**src/sv/assert_macros.svh**
```systemverilog
// assertion macros shared by the tank level advert decoder
// no dependencies; taken in by the files that carry assertions
`ifndef ASSERT_MACROS_SVH
`define ASSERT_MACROS_SVH

// implication or plain property, sampled on the rising clock edge
`define ASSERT_PROP(lbl, clk, rst_n, prop, msg) \
	lbl: assert property (@(posedge clk) disable iff (!rst_n) prop) else $error(msg);

// condition that must never be seen
`define ASSERT_NEVER(lbl, clk, rst_n, expr, msg) \
	lbl: assert property (@(posedge clk) disable iff (!rst_n) !(expr)) else $error(msg);

`endif

```
**src/sv/tlad_pkg.sv**
```systemverilog
// types, constants and register codes of the tank level advert decoder
// no dependencies; imported by every module of the block
`default_nettype none

package tlad_pkg;

	localparam int AddrW   = 48;
	localparam int MmW     = 14;
	localparam int PctW    = 7;
	localparam int PolyW   = 24;
	localparam int NumW    = 21;
	localparam int QuoW    = 7;
	localparam int CfgIdxW = 3;

	localparam logic [7:0]        PAYLOAD_BYTES = 8'd10;
	localparam logic [3:0]        RECORDS_OK    = 4'd1;
	localparam logic [PolyW:0]    COEF_C0       = 25'd9614100;
	localparam logic [22:0]       COEF_C1_MAG   = 23'd47345;
	localparam logic [PolyW:0]    COEF_C2_MAG   = 25'd90;
	localparam logic [10:0]       BAT_OFFSET    = 11'd704;
	localparam logic [MmW-1:0]    BAT_SCALE     = 14'd25;
	localparam logic [28:0]       BAT_RECIP     = 29'd20165;
	localparam int                BAT_SHIFT     = 20;
	localparam logic [PctW-1:0]   PCT_FULL      = 7'd100;
	localparam logic [7:0]        TEMP_OFFSET   = 8'd40;
	localparam logic [NumW-1:0]   LEVEL_SCALE   = 21'd100;

	typedef enum logic [2:0] {
		ST_OK    = 3'd0,
		ST_ADDR  = 3'd1,
		ST_COUNT = 3'd2,
		ST_LEN   = 3'd3,
		ST_TYPE  = 3'd4
	} status_e;

	typedef enum logic [CfgIdxW-1:0] {
		REG_DEVICE_ADDRESS = 3'd0,
		REG_FULL_LEVEL     = 3'd1,
		REG_EMPTY_LEVEL    = 3'd2,
		REG_TYPE_STANDARD  = 3'd3,
		REG_TYPE_SECOND    = 3'd4,
		REG_TYPE_THIRD     = 3'd5,
		REG_QUALITY_GOOD   = 3'd6,
		REG_QUALITY_USABLE = 3'd7
	} cfg_idx_e;

	typedef enum logic [1:0] {
		LVL_ZERO = 2'd0,
		LVL_FULL = 2'd1,
		LVL_DIV  = 2'd2
	} lvl_mode_e;

	typedef struct packed {
		logic [AddrW-1:0] sender_address;
		logic [3:0]       record_count;
		logic [7:0]       payload_length;
		logic [7:0]       type_byte;
		logic [7:0]       battery_byte;
		logic [7:0]       temperature_byte;
		logic [7:0]       distance_low_byte;
		logic [7:0]       distance_high_byte;
	} in_t;

	typedef struct packed {
		status_e            status;
		logic [PctW-1:0]    battery_percent;
		logic [MmW-1:0]     distance_mm;
		logic [1:0]         read_quality;
		logic               poor_quality;
		logic [PctW-1:0]    tank_level_percent;
		logic signed [7:0]  temperature_c;
	} res_t;

	typedef struct packed {
		logic [AddrW-1:0] device_address;
		logic [MmW-1:0]   full_level_mm;
		logic [MmW-1:0]   empty_level_mm;
		logic [7:0]       type_code_standard;
		logic [7:0]       type_code_second;
		logic [7:0]       type_code_third;
		logic [1:0]       quality_good_min;
		logic [1:0]       quality_usable_min;
	} cfg_t;

	localparam cfg_t CFG_RESET = '{
		device_address:     48'd0,
		full_level_mm:      14'd1000,
		empty_level_mm:     14'd0,
		type_code_standard: 8'd3,
		type_code_second:   8'd6,
		type_code_third:    8'd8,
		quality_good_min:   2'd3,
		quality_usable_min: 2'd2
	};

	// front stage output
	typedef struct packed {
		status_e           status;
		logic [MmW-1:0]    bat_x;
		logic signed [7:0] temp;
		logic [1:0]        quality;
		logic              poor;
		logic              unusable;
		logic [MmW-1:0]    raw;
		logic [MmW-1:0]    tt;
		logic [22:0]       m1;
	} front_t;

	// divider stage contents
	typedef struct packed {
		res_t              res;
		lvl_mode_e         mode;
		logic [NumW-1:0]   rem;
		logic [MmW-1:0]    den;
		logic [QuoW-1:0]   quo;
	} div_t;

endpackage

`default_nettype wire

```
**src/sv/tank_level_advert_decoder.sv**
```systemverilog
// top level of the tank level advert decoder: configuration registers and the pipeline
// depends on tlad_pkg, tlad_front, tlad_core, tlad_div and assert_macros.svh
//
// Usage:
//   An advert transaction is taken at each rising edge where start is high and busy
//   is low. busy never rises, so one advert can be taken in every cycle.
//   The result of an advert is accepted when it leaves the last register stage:
//   done is high for one cycle and result holds its status and
//   readings; results leave in the order adverts came in.
//   There is one register stage per step: checks, polynomial, distance
//   product, level setup, three divider stages of two quotient bits each and a last
//   stage that takes the final quotient bit and formats the result. Every stage
//   takes a new advert each cycle, so throughput is one advert per cycle.
//   The receiver cannot stall; each result is shown for exactly one cycle.
//   Configuration: a transaction on cfg_valid/cfg_ready writes register cfg_index
//   with cfg_data; cfg_ready is always high. The user must change registers only
//   while no advert is in flight; the block itself does not enforce this.
//   Reset (arst_n low) clears all valid bits at once and loads the register
//   defaults; no result appears for adverts that were in flight.
`default_nettype none

module tank_level_advert_decoder (
	input  wire logic                          clk,
	input  wire logic                          arst_n,
	input  wire logic                          start,
	output logic                               busy,
	input  wire tlad_pkg::in_t                 item,
	output logic                               done,
	output tlad_pkg::res_t                     result,
	input  wire logic                          cfg_valid,
	output logic                               cfg_ready,
	input  wire logic [tlad_pkg::CfgIdxW-1:0]  cfg_index,
	input  wire logic [tlad_pkg::AddrW-1:0]    cfg_data
);
	import tlad_pkg::*;

	`include "assert_macros.svh"

	cfg_t   cfg_q;
	logic   accept;
	logic   valid_s1, valid_s4;
	front_t front_s1;
	div_t   div_s4;
	logic   rejected_dirty;
	logic   unusable_dist;
	logic   pct_over;

	assign busy      = 1'b0;
	assign cfg_ready = 1'b1;
	assign accept    = start && !busy;

	always_ff @(posedge clk or negedge arst_n) begin
		if (!arst_n) begin
			cfg_q <= CFG_RESET;
		end else if (cfg_valid && cfg_ready) begin
			case (cfg_idx_e'(cfg_index))
				REG_DEVICE_ADDRESS: cfg_q.device_address     <= cfg_data;
				REG_FULL_LEVEL:     cfg_q.full_level_mm      <= cfg_data[MmW-1:0];
				REG_EMPTY_LEVEL:    cfg_q.empty_level_mm     <= cfg_data[MmW-1:0];
				REG_TYPE_STANDARD:  cfg_q.type_code_standard <= cfg_data[7:0];
				REG_TYPE_SECOND:    cfg_q.type_code_second   <= cfg_data[7:0];
				REG_TYPE_THIRD:     cfg_q.type_code_third    <= cfg_data[7:0];
				REG_QUALITY_GOOD:   cfg_q.quality_good_min   <= cfg_data[1:0];
				REG_QUALITY_USABLE: cfg_q.quality_usable_min <= cfg_data[1:0];
				default:            cfg_q                    <= cfg_q;
			endcase
		end
	end

	tlad_front u_front (
		.clk      (clk),
		.arst_n   (arst_n),
		.accept   (accept),
		.item     (item),
		.cfg      (cfg_q),
		.valid_s1 (valid_s1),
		.front_s1 (front_s1)
	);

	tlad_core u_core (
		.clk      (clk),
		.arst_n   (arst_n),
		.cfg      (cfg_q),
		.valid_s1 (valid_s1),
		.front_s1 (front_s1),
		.valid_s4 (valid_s4),
		.div_s4   (div_s4)
	);

	tlad_div u_div (
		.clk       (clk),
		.arst_n    (arst_n),
		.valid_s4  (valid_s4),
		.div_s4    (div_s4),
		.done_s8   (done),
		.result_s8 (result)
	);

	assign rejected_dirty = done && result.status != ST_OK &&
		(result.battery_percent != '0 || result.distance_mm != '0 ||
		result.tank_level_percent != '0 || result.temperature_c != '0);
	assign unusable_dist  = done && result.status == ST_OK &&
		result.read_quality < cfg_q.quality_usable_min && result.distance_mm != '0;
	assign pct_over       = done &&
		(result.tank_level_percent > PCT_FULL || result.battery_percent > PCT_FULL);

	`ASSERT_PROP(a_latency, clk, arst_n, accept |-> ##8 done, "result missing after advert")
	`ASSERT_NEVER(a_reject_clear, clk, arst_n, rejected_dirty, "rejected advert carries readings")
	`ASSERT_NEVER(a_unusable_zero, clk, arst_n, unusable_dist, "unusable reading has distance")
	`ASSERT_NEVER(a_pct_range, clk, arst_n, pct_over, "percent above full scale")

endmodule

`default_nettype wire

```
**src/sv/tlad_front.sv**
```systemverilog
// first stage: advert checks, battery scaling, temperature and polynomial products
// depends on tlad_pkg
`default_nettype none

module tlad_front (
	input  wire logic           clk,
	input  wire logic           arst_n,
	input  wire logic           accept,
	input  wire tlad_pkg::in_t  item,
	input  wire tlad_pkg::cfg_t cfg,
	output logic                valid_s1,
	output tlad_pkg::front_t    front_s1
);
	import tlad_pkg::*;

	front_t     nxt;
	logic [6:0] v;
	logic [6:0] t;
	logic [10:0] ten_v;
	logic [10:0] bat_diff;

	always_comb begin
		v        = item.battery_byte[6:0];
		t        = item.temperature_byte[6:0];
		ten_v    = {1'b0, v, 3'b000} + {3'b000, v, 1'b0};
		bat_diff = ten_v - BAT_OFFSET;

		if (item.sender_address != cfg.device_address) begin
			nxt.status = ST_ADDR;
		end else if (item.record_count != RECORDS_OK) begin
			nxt.status = ST_COUNT;
		end else if (item.payload_length != PAYLOAD_BYTES) begin
			nxt.status = ST_LEN;
		end else if (item.type_byte != cfg.type_code_standard &&
				item.type_byte != cfg.type_code_second &&
				item.type_byte != cfg.type_code_third) begin
			nxt.status = ST_TYPE;
		end else begin
			nxt.status = ST_OK;
		end

		if (ten_v <= BAT_OFFSET) begin
			nxt.bat_x = '0;
		end else begin
			nxt.bat_x = MmW'(bat_diff) * BAT_SCALE;
		end

		nxt.temp     = $signed(8'({1'b0, t}) - TEMP_OFFSET);
		nxt.quality  = item.distance_high_byte[7:6];
		nxt.poor     = (item.distance_high_byte[7:6] < cfg.quality_good_min);
		nxt.unusable = (item.distance_high_byte[7:6] < cfg.quality_usable_min);
		nxt.raw      = {item.distance_high_byte[5:0], item.distance_low_byte};
		nxt.tt       = MmW'(t) * MmW'(t);
		nxt.m1       = 23'(t) * COEF_C1_MAG;
	end

	always_ff @(posedge clk or negedge arst_n) begin
		if (!arst_n) begin
			valid_s1 <= 1'b0;
		end else begin
			valid_s1 <= accept;
		end
	end

	always_ff @(posedge clk) begin
		if (accept) begin
			front_s1 <= nxt;
		end
	end

endmodule

`default_nettype wire

```
**src/sv/tlad_core.sv**
```systemverilog
// stages two to four: battery percent, polynomial, distance product, quality gate and level setup
// depends on tlad_pkg
`default_nettype none

module tlad_core (
	input  wire logic             clk,
	input  wire logic             arst_n,
	input  wire tlad_pkg::cfg_t   cfg,
	input  wire logic             valid_s1,
	input  wire tlad_pkg::front_t front_s1,
	output logic                  valid_s4,
	output tlad_pkg::div_t        div_s4
);
	import tlad_pkg::*;

	typedef struct packed {
		status_e           status;
		logic [PctW-1:0]   battery;
		logic signed [7:0] temp;
		logic [1:0]        quality;
		logic              poor;
		logic              unusable;
		logic [MmW-1:0]    raw;
	} side_t;

	side_t            side_s2, side_s3;
	logic [PolyW-1:0] poly_s2;
	logic [37:0]      prod_s3;
	logic             valid_s2, valid_s3;

	logic [28:0]      bat_prod;
	logic [8:0]       bat_p;
	logic [PolyW:0]   poly_wide;
	logic [MmW-1:0]   dist_mm;
	div_t             nxt4;

	// battery percent and temperature polynomial
	always_comb begin
		bat_prod  = 29'(front_s1.bat_x) * BAT_RECIP;
		bat_p     = bat_prod[BAT_SHIFT +: 9];
		poly_wide = COEF_C0 - 25'(front_s1.m1) - 25'(front_s1.tt) * COEF_C2_MAG;
	end

	always_ff @(posedge clk) begin
		if (valid_s1) begin
			side_s2.status   <= front_s1.status;
			side_s2.battery  <= (bat_p > 9'(PCT_FULL)) ? PCT_FULL : bat_p[PctW-1:0];
			side_s2.temp     <= front_s1.temp;
			side_s2.quality  <= front_s1.quality;
			side_s2.poor     <= front_s1.poor;
			side_s2.unusable <= front_s1.unusable;
			side_s2.raw      <= front_s1.raw;
			poly_s2          <= poly_wide[PolyW-1:0];
		end
	end

	always_ff @(posedge clk) begin
		if (valid_s2) begin
			side_s3 <= side_s2;
			prod_s3 <= 38'(side_s2.raw) * 38'(poly_s2);
		end
	end

	// quality gate and fill level classification
	always_comb begin
		dist_mm = side_s3.unusable ? '0 : prod_s3[37:24];
		nxt4.res.status             = side_s3.status;
		nxt4.res.battery_percent    = side_s3.battery;
		nxt4.res.distance_mm        = dist_mm;
		nxt4.res.read_quality       = side_s3.quality;
		nxt4.res.poor_quality       = side_s3.poor;
		nxt4.res.tank_level_percent = '0;
		nxt4.res.temperature_c      = side_s3.temp;
		if (dist_mm >= cfg.full_level_mm) begin
			nxt4.mode = LVL_FULL;
		end else if (dist_mm > cfg.empty_level_mm) begin
			nxt4.mode = LVL_DIV;
		end else begin
			nxt4.mode = LVL_ZERO;
		end
		nxt4.rem = NumW'(dist_mm - cfg.empty_level_mm) * LEVEL_SCALE;
		nxt4.den = cfg.full_level_mm - cfg.empty_level_mm;
		nxt4.quo = '0;
	end

	always_ff @(posedge clk) begin
		if (valid_s3) begin
			div_s4 <= nxt4;
		end
	end

	always_ff @(posedge clk or negedge arst_n) begin
		if (!arst_n) begin
			valid_s2 <= 1'b0;
			valid_s3 <= 1'b0;
			valid_s4 <= 1'b0;
		end else begin
			valid_s2 <= valid_s1;
			valid_s3 <= valid_s2;
			valid_s4 <= valid_s3;
		end
	end

endmodule

`default_nettype wire

```
**src/sv/tlad_div.sv**
```systemverilog
// stages five to eight: pipelined restoring divider for the fill level and result register
// depends on tlad_pkg
`default_nettype none

module tlad_div (
	input  wire logic           clk,
	input  wire logic           arst_n,
	input  wire logic           valid_s4,
	input  wire tlad_pkg::div_t div_s4,
	output logic                done_s8,
	output tlad_pkg::res_t      result_s8
);
	import tlad_pkg::*;

	div_t st_s5, st_s6, st_s7;
	logic valid_s5, valid_s6, valid_s7;
	div_t last;
	res_t res_nxt;

	// one quotient bit: subtract the shifted divisor when it fits
	function automatic div_t div_bit(input div_t x, input int k);
		div_t            y;
		logic [NumW-1:0] dsh;
		y   = x;
		dsh = NumW'(x.den) << k;
		if (x.rem >= dsh) begin
			y.rem              = x.rem - dsh;
			y.quo[k[2:0]]      = 1'b1;
		end
		return y;
	endfunction

	function automatic div_t div_pair(input div_t x, input int k);
		div_t y;
		y = div_bit(x, k);
		y = div_bit(y, k - 1);
		return y;
	endfunction

	always_ff @(posedge clk) begin
		if (valid_s4) begin
			st_s5 <= div_pair(div_s4, 6);
		end
		if (valid_s5) begin
			st_s6 <= div_pair(st_s5, 4);
		end
		if (valid_s6) begin
			st_s7 <= div_pair(st_s6, 2);
		end
	end

	always_comb begin
		last    = div_bit(st_s7, 0);
		res_nxt = last.res;
		case (last.mode)
			LVL_FULL: res_nxt.tank_level_percent = PCT_FULL;
			LVL_DIV:  res_nxt.tank_level_percent = last.quo;
			default:  res_nxt.tank_level_percent = '0;
		endcase
		// rejected advert reports only its status
		if (last.res.status != ST_OK) begin
			res_nxt        = '0;
			res_nxt.status = last.res.status;
		end
	end

	always_ff @(posedge clk) begin
		if (valid_s7) begin
			result_s8 <= res_nxt;
		end
	end

	always_ff @(posedge clk or negedge arst_n) begin
		if (!arst_n) begin
			valid_s5 <= 1'b0;
			valid_s6 <= 1'b0;
			valid_s7 <= 1'b0;
			done_s8  <= 1'b0;
		end else begin
			valid_s5 <= valid_s4;
			valid_s6 <= valid_s5;
			valid_s7 <= valid_s6;
			done_s8  <= valid_s7;
		end
	end

endmodule

`default_nettype wire
```
**config.mk**
```make
export PLATFORM = sky130hd
export DESIGN_NAME = tank_level_advert_decoder
export DESIGN_NICKNAME = d
export VERILOG_FILES = /design/src/sv/tlad_pkg.sv /design/src/sv/tank_level_advert_decoder.sv /design/src/sv/tlad_front.sv /design/src/sv/tlad_core.sv /design/src/sv/tlad_div.sv
export VERILOG_INCLUDE_DIRS = /design/src /design/src/sv
export SDC_FILE = /design/constraint.sdc
export NUM_CORES = 2
export LEC_CHECK = 0
export BUFFER_PORTS_ARGS = -buffer_cell sky130_fd_sc_hd__buf_4
export CAP_MARGIN = 40
export CORE_UTILIZATION = 40
export CTS_CLUSTER_DIAMETER = 30
export DETAILED_ROUTE_END_ITERATION = 12
export GPL_TIMING_DRIVEN = 0
export PLACE_DENSITY = 0.58
export SLEW_MARGIN = 5
export SYNTH_ARGS = -nofsm -noshare
export SYNTH_HDL_FRONTEND = slang
export SYNTH_SLANG_ARGS = --single-unit
```
**constraint.sdc**
```tcl
create_clock -name clk -period 5.44 [get_ports clk]
set_input_delay 1.088 -clock clk [delete_from_list [all_inputs] [get_ports clk]]
set_output_delay 1.088 -clock clk [all_outputs]
set_load 0.01 [all_outputs]
```
After elaboration in Yosys (flattened, before gate mapping)
Cells that the tools add are included.

word-level totals
  output and inout bits = 45
  word-level logic and storage cells = 169
  flip-flop bits (word level) = 652
  input bits = 155

operators by class
  equality and inequality tests = 15
  add/subtract/negate cells = 13
  mux-type cells = 16
  multipliers = 7
  reductions and logical operators = 13
  order comparisons = 13

operator list
  cell                                                                    count
  21-bit two-way mux                                                      9
  48-bit != test                                                          1
  14-bit by 24-bit multiplier with 38-bit output                          1
  14-bit by 15-bit multiplier with 29-bit output (second input constant)  1
  8-bit != test                                                           3
  24-bit by 21-bit subtractor with 24-bit output                          1
  24-bit by 23-bit subtractor with 24-bit output (first input constant)   1
  7-bit by 16-bit multiplier with 23-bit output (second input constant)   1
  21-bit by 14-bit >= comparator with 1-bit output                        1
  21-bit by 15-bit >= comparator with 1-bit output                        1
  21-bit by 16-bit >= comparator with 1-bit output                        1
  21-bit by 17-bit >= comparator with 1-bit output                        1
  21-bit by 18-bit >= comparator with 1-bit output                        1
  21-bit by 19-bit >= comparator with 1-bit output                        1
  21-bit by 20-bit >= comparator with 1-bit output                        1
  21-bit by 5-bit multiplier with 19-bit output (second input constant)   1
  21-bit by 15-bit subtractor with 21-bit output                          1
  21-bit by 16-bit subtractor with 21-bit output                          1
  21-bit by 17-bit subtractor with 21-bit output                          1
  21-bit by 18-bit subtractor with 21-bit output                          1
  21-bit by 19-bit subtractor with 21-bit output                          1
  21-bit by 20-bit subtractor with 21-bit output                          1
  14-bit by 6-bit multiplier with 20-bit output (second input constant)   1
  2-bit AND reduction                                                     8
  other kinds (28)                                                        36

Logic depth before layout (Yosys ltp)
  depth in word-level cells = 6
  mapped depth = 26
  mapped depth without buffers = 26

Hierarchy
From an unflattened synthesis, not the netlist that was laid out.

unflattened totals
  cell total of the unflattened synthesis = 4510
  area, all modules = 50594.8 µm²

modules (own cells, without submodules)
  module                     seq. area each (µm²)  instances  area an instance (µm²)  cells an instance
  tlad_core                  5059.9                1          24511.0                 2418
  tlad_div                   8478.1                1          14737.9                 1182
  tlad_front                 2247.2                1          7337.0                  677
  tank_level_advert_decoder  2620.0                1          4008.8                  233

Least setup slack after synthesis
Ideal clock, no wire load.

  path kind = register to register
  start = register u_core.side_s2[13] (netlist name)
  end = register u_core.prod_s3[36], data pin
  path buffers = 1
  arrival = 5.751 ns
  clock period less this slack = 6.008 ns
  required time = 5.182 ns
  setup slack = -0.568 ns
  library setup time = 0.258 ns
  stages on the path, launching flop included = 23
  cell sequence = edfxtp_1 > clkbuf_1 > and2_1 > fa_1 > inv_1 > fa_1 > fa_1 > inv_1 > fa_1 > fa_1 > inv_1 > fa_1 > inv_1 > ha_1 > a21o_1 > a21o_1 > nor3_1 > o211ai_1 > nand3_1 > a21oi_1 > or3_1 > a21oi_1 > xnor2_1

between the ends
  word-level cells in the longest chain between the ends = 1

RTL lines
  element                                         line             source
  start, declared                                 tlad_core.sv:26  side_t side_s2, side_s3;
  14-bit by 24-bit multiplier with 38-bit output  tlad_core.sv:60  prod_s3 <= 38'(side_s2.raw) * 38'(poly_s2);
  end signal, assigned                            tlad_core.sv:60
  end, declared                                   tlad_core.sv:28  logic [37:0] prod_s3;

No other way between the ends.
A chain may end at the register's enable or synchronous reset.

Worst setup path after layout
  start = register u_core.side_s2[9] (netlist name)
  end = register u_core.prod_s3[36], data pin

Same word-level chain as after synthesis.

==> reports/qor.yml <==
status: "finished with violations"
violations: "setup timing"
clk_latency_ns: 0.75
antenna_left: 0
fp.dieW_um: 352
regArea_um2: 18000
max-clock-path-buffers: 3
reg2reg_slack_ns: -0.97
drcViolationCount: 0
cts_tree: "built"
drt_first_pass_iters: 7
via_per_inst: 4.93
crit_type: "register to register"
vias: 32700
grt_pass1_wl_um: 181000
num-nets-final: 6034
rr_startpoint: "u_core.side_s2[9]"
grt_overflow_total: 0
area_growth_pct: 23.6
layout-drive-gt1-share: 0.204
worstPathMaxFanout: 10
final_cell_mix: "inv_1, ha_1, edfxtp_1"
core_um2: 121000
multi_input_area_um2: 29100
synth_top_cell_area_share: 0.310
setup_viol: 20
required_ns: 5.91
ys_ff_latch: 616
crit_path_start_kind: "register"
relSlewSlack: 0.435
hold_violations: 0
fillers: 10700
diodes: 0
drv_slew: 0
std_cell_rows: 127
syn_area_um2: 48900
yosysUniqueCellTypes: 91
synth_ff_type: "edfxtp_1"
cts_hold_buf: 0
io-pin-count: 200
synth_edf_count: 504
fin_crit_ns: 6.41
die_h_um: 352
cts_htree_levels: 4
grt_max_degree: 90
synthCells: 4389
wl_per_cell_um: 17.5
initial_core_util: 0.405
critPathArrivalTime_ns: 6.88
seq_area_frac_synth: 0.367
drt-total-wl_um: 116000
fin_skew_ns: 0.0410
clock.fmax_ghz: 0.156
gp_congestion: 0.908
clock-sinks: 616
syn_area_per_cell_um2: 11.1
crit_chain: "clkbuf_8, and2_1, fa_1, inv_1, fa_1, inv_1, fa_1, fa_1, fa_1, inv_1, fa_1, inv_1, ha_1, o211ai_1, o21a_1, o211ai_1, buf_4, nand3_2, a21oi_4, or3_4, a21oi_2, xnor2_1"
rsz0062_at_grt: "true"
cp-startpoint: "u_core.side_s2[9]"
hpwlAfterDp_um: 89600
cp_common_cell: "fa_1"
maxCapViolCount: 0
port_buffers: 193
cts-root-buf: "clkbuf_16"
place_ws_ns: -1.79
ys_top_cells_by_area: "edfxtp_1, fa_1, ha_1"
antenna_found_initial: 1
setup_slack_ns: -0.970
cts_buffers: 141
syn_nets: 5533
grt.total_usage: 0.190
min_period_over_period: 1.18
dieArea_um2: 124000
worstMarginPinSlew_ns: 0.847
clk_pin_slew_ns: 0.05
worstHoldPathType: "input pin to asynchronous set/reset pin"
max_stage_delay_ns: 0.54
first_iter_violations: 1579
endpoint_kind: "register"
grt_pass1_vias: 34300
ys_warn_count: 0
synth_largest_area_cell: "edfxtp_1"
synthArstFlopShare: 0.182
final_common_cell: "inv_1"
critPathSlowestCell: "fa_1"
[area by class of cell]
class | instances | share of cell area
Multi-Input combinational cell | 2955 | 0.481
Sequential cell | 616 | 0.297
Clock buffer | 161 | 0.0605
Timing Repair Buffer | 359 | 0.0490
Inverter | 730 | 0.0454
Tap cell | 1612 | 0.0334
Clock inverter | 98 | 0.0212
Buffer | 87 | 0.0118
[metal layers]
metal | routed length [µm] | track usage | part of all wire | vias up
li1 | - | - | - | 15800
met1 | 49500 | 0.231 | 0.43 | 16000
met2 | 58500 | 0.338 | 0.51 | 574
met3 | 4050 | 0.0293 | 0.035 | 200
met4 | 3510 | 0.0668 | 0.030 | 0
met5 | 0 | 0 | 0 | -
[sequential cells by signal, indices dropped and copies added (netlist names), 14 cells and up]
signal,cells
cfg_q,104
u_core.div_s4,70
u_div.result_s8,42
u_div.st_s7,20
u_core.nxt4,21
u_div.st_s6,74
u_core.prod_s3,14
u_div.last,57
u_core.side_s2,35
u_div.st_s5,72
u_front.front_s1,74
u_core.poly_s2,24
[metrics by stage]
step	instances	utilization	setup TNS, ns	instance area [µm²]	hold slack, ns
floorplan	4389	-	-1.44	49200	0.400
global placement	6194	0.437	-95.40	52700	0.400
detailed placement	6208	0.439	-96.54	52900	0.405
CTS	6561	0.492	-12.15	59400	0.130
global route	6618	0.501	-16.07	60400	0.160
finish	6618	0.501	-11.31	60400	0.191
[worst paths after layout]
check,end,cells after the start
max,u_core.prod_s3[36],22
max reg2reg,u_core.prod_s3[36],22
min,cfg_q[96],1
max in group asynchronous,cfg_q[49],2
min in group clk,u_div.st_s6[45],0
min reg2reg,u_div.st_s6[45],0
[cells in the mapped netlist, types with 44 or more instances]
| master | number |
|---|---|
| a21oi_1 | 167 |
| nand2_1 | 329 |
| mux2_2 | 114 |
| inv_1 | 730 |
| nor2b_1 | 53 |
| and2_1 | 185 |
| clkbuf_1 | 78 |
| edfxtp_1 | 504 |
| xor2_1 | 60 |
| nor2_1 | 155 |
| ha_1 | 593 |
| fa_1 | 396 |
| nor3_1 | 58 |
| a21o_1 | 62 |
| o21ai_0 | 138 |
| nand4_1 | 44 |
| dfrtp_1 | 98 |
| xnor2_1 | 221 |
[critical path: cells and delay by family (launching register included)]
kind / cells / cell delay, ns
fa+ha+maj: 7 / 3.38
buf+inv: 6 / 0.64
simple gates: 3 / 0.67
compound gates: 5 / 0.84
xor+xnor: 1 / 0.08
flops: 1 / 0.53
[timing repair]
action / 4_1_cts / 5_1_grt
cloned: 0 / 2
setup buffers: 95 / 55
gates resized for setup: 190 / 135
setup endpoints to repair: 91 / 87
pin swaps: 74 / 95
[cells by family (layout without fill, tap and decap cells)]
family	after synthesis	in the layout	synth area share
flip-flops	616	616	0.367
adder cells (fa/ha/maj)	989	989	0.314
multiplexers	129	129	0.0298
buffers and inverters	818	1435	0.0635
other	2	2	0.000154
XOR/XNOR	282	282	0.0507
AO/OA/AOI/OAI	574	574	0.0746
AND/OR/NAND/NOR	979	979	0.0999
Power is not shown: default switching activity piles up to over one toggle a cycle in this logic, so the estimate is an artifact.
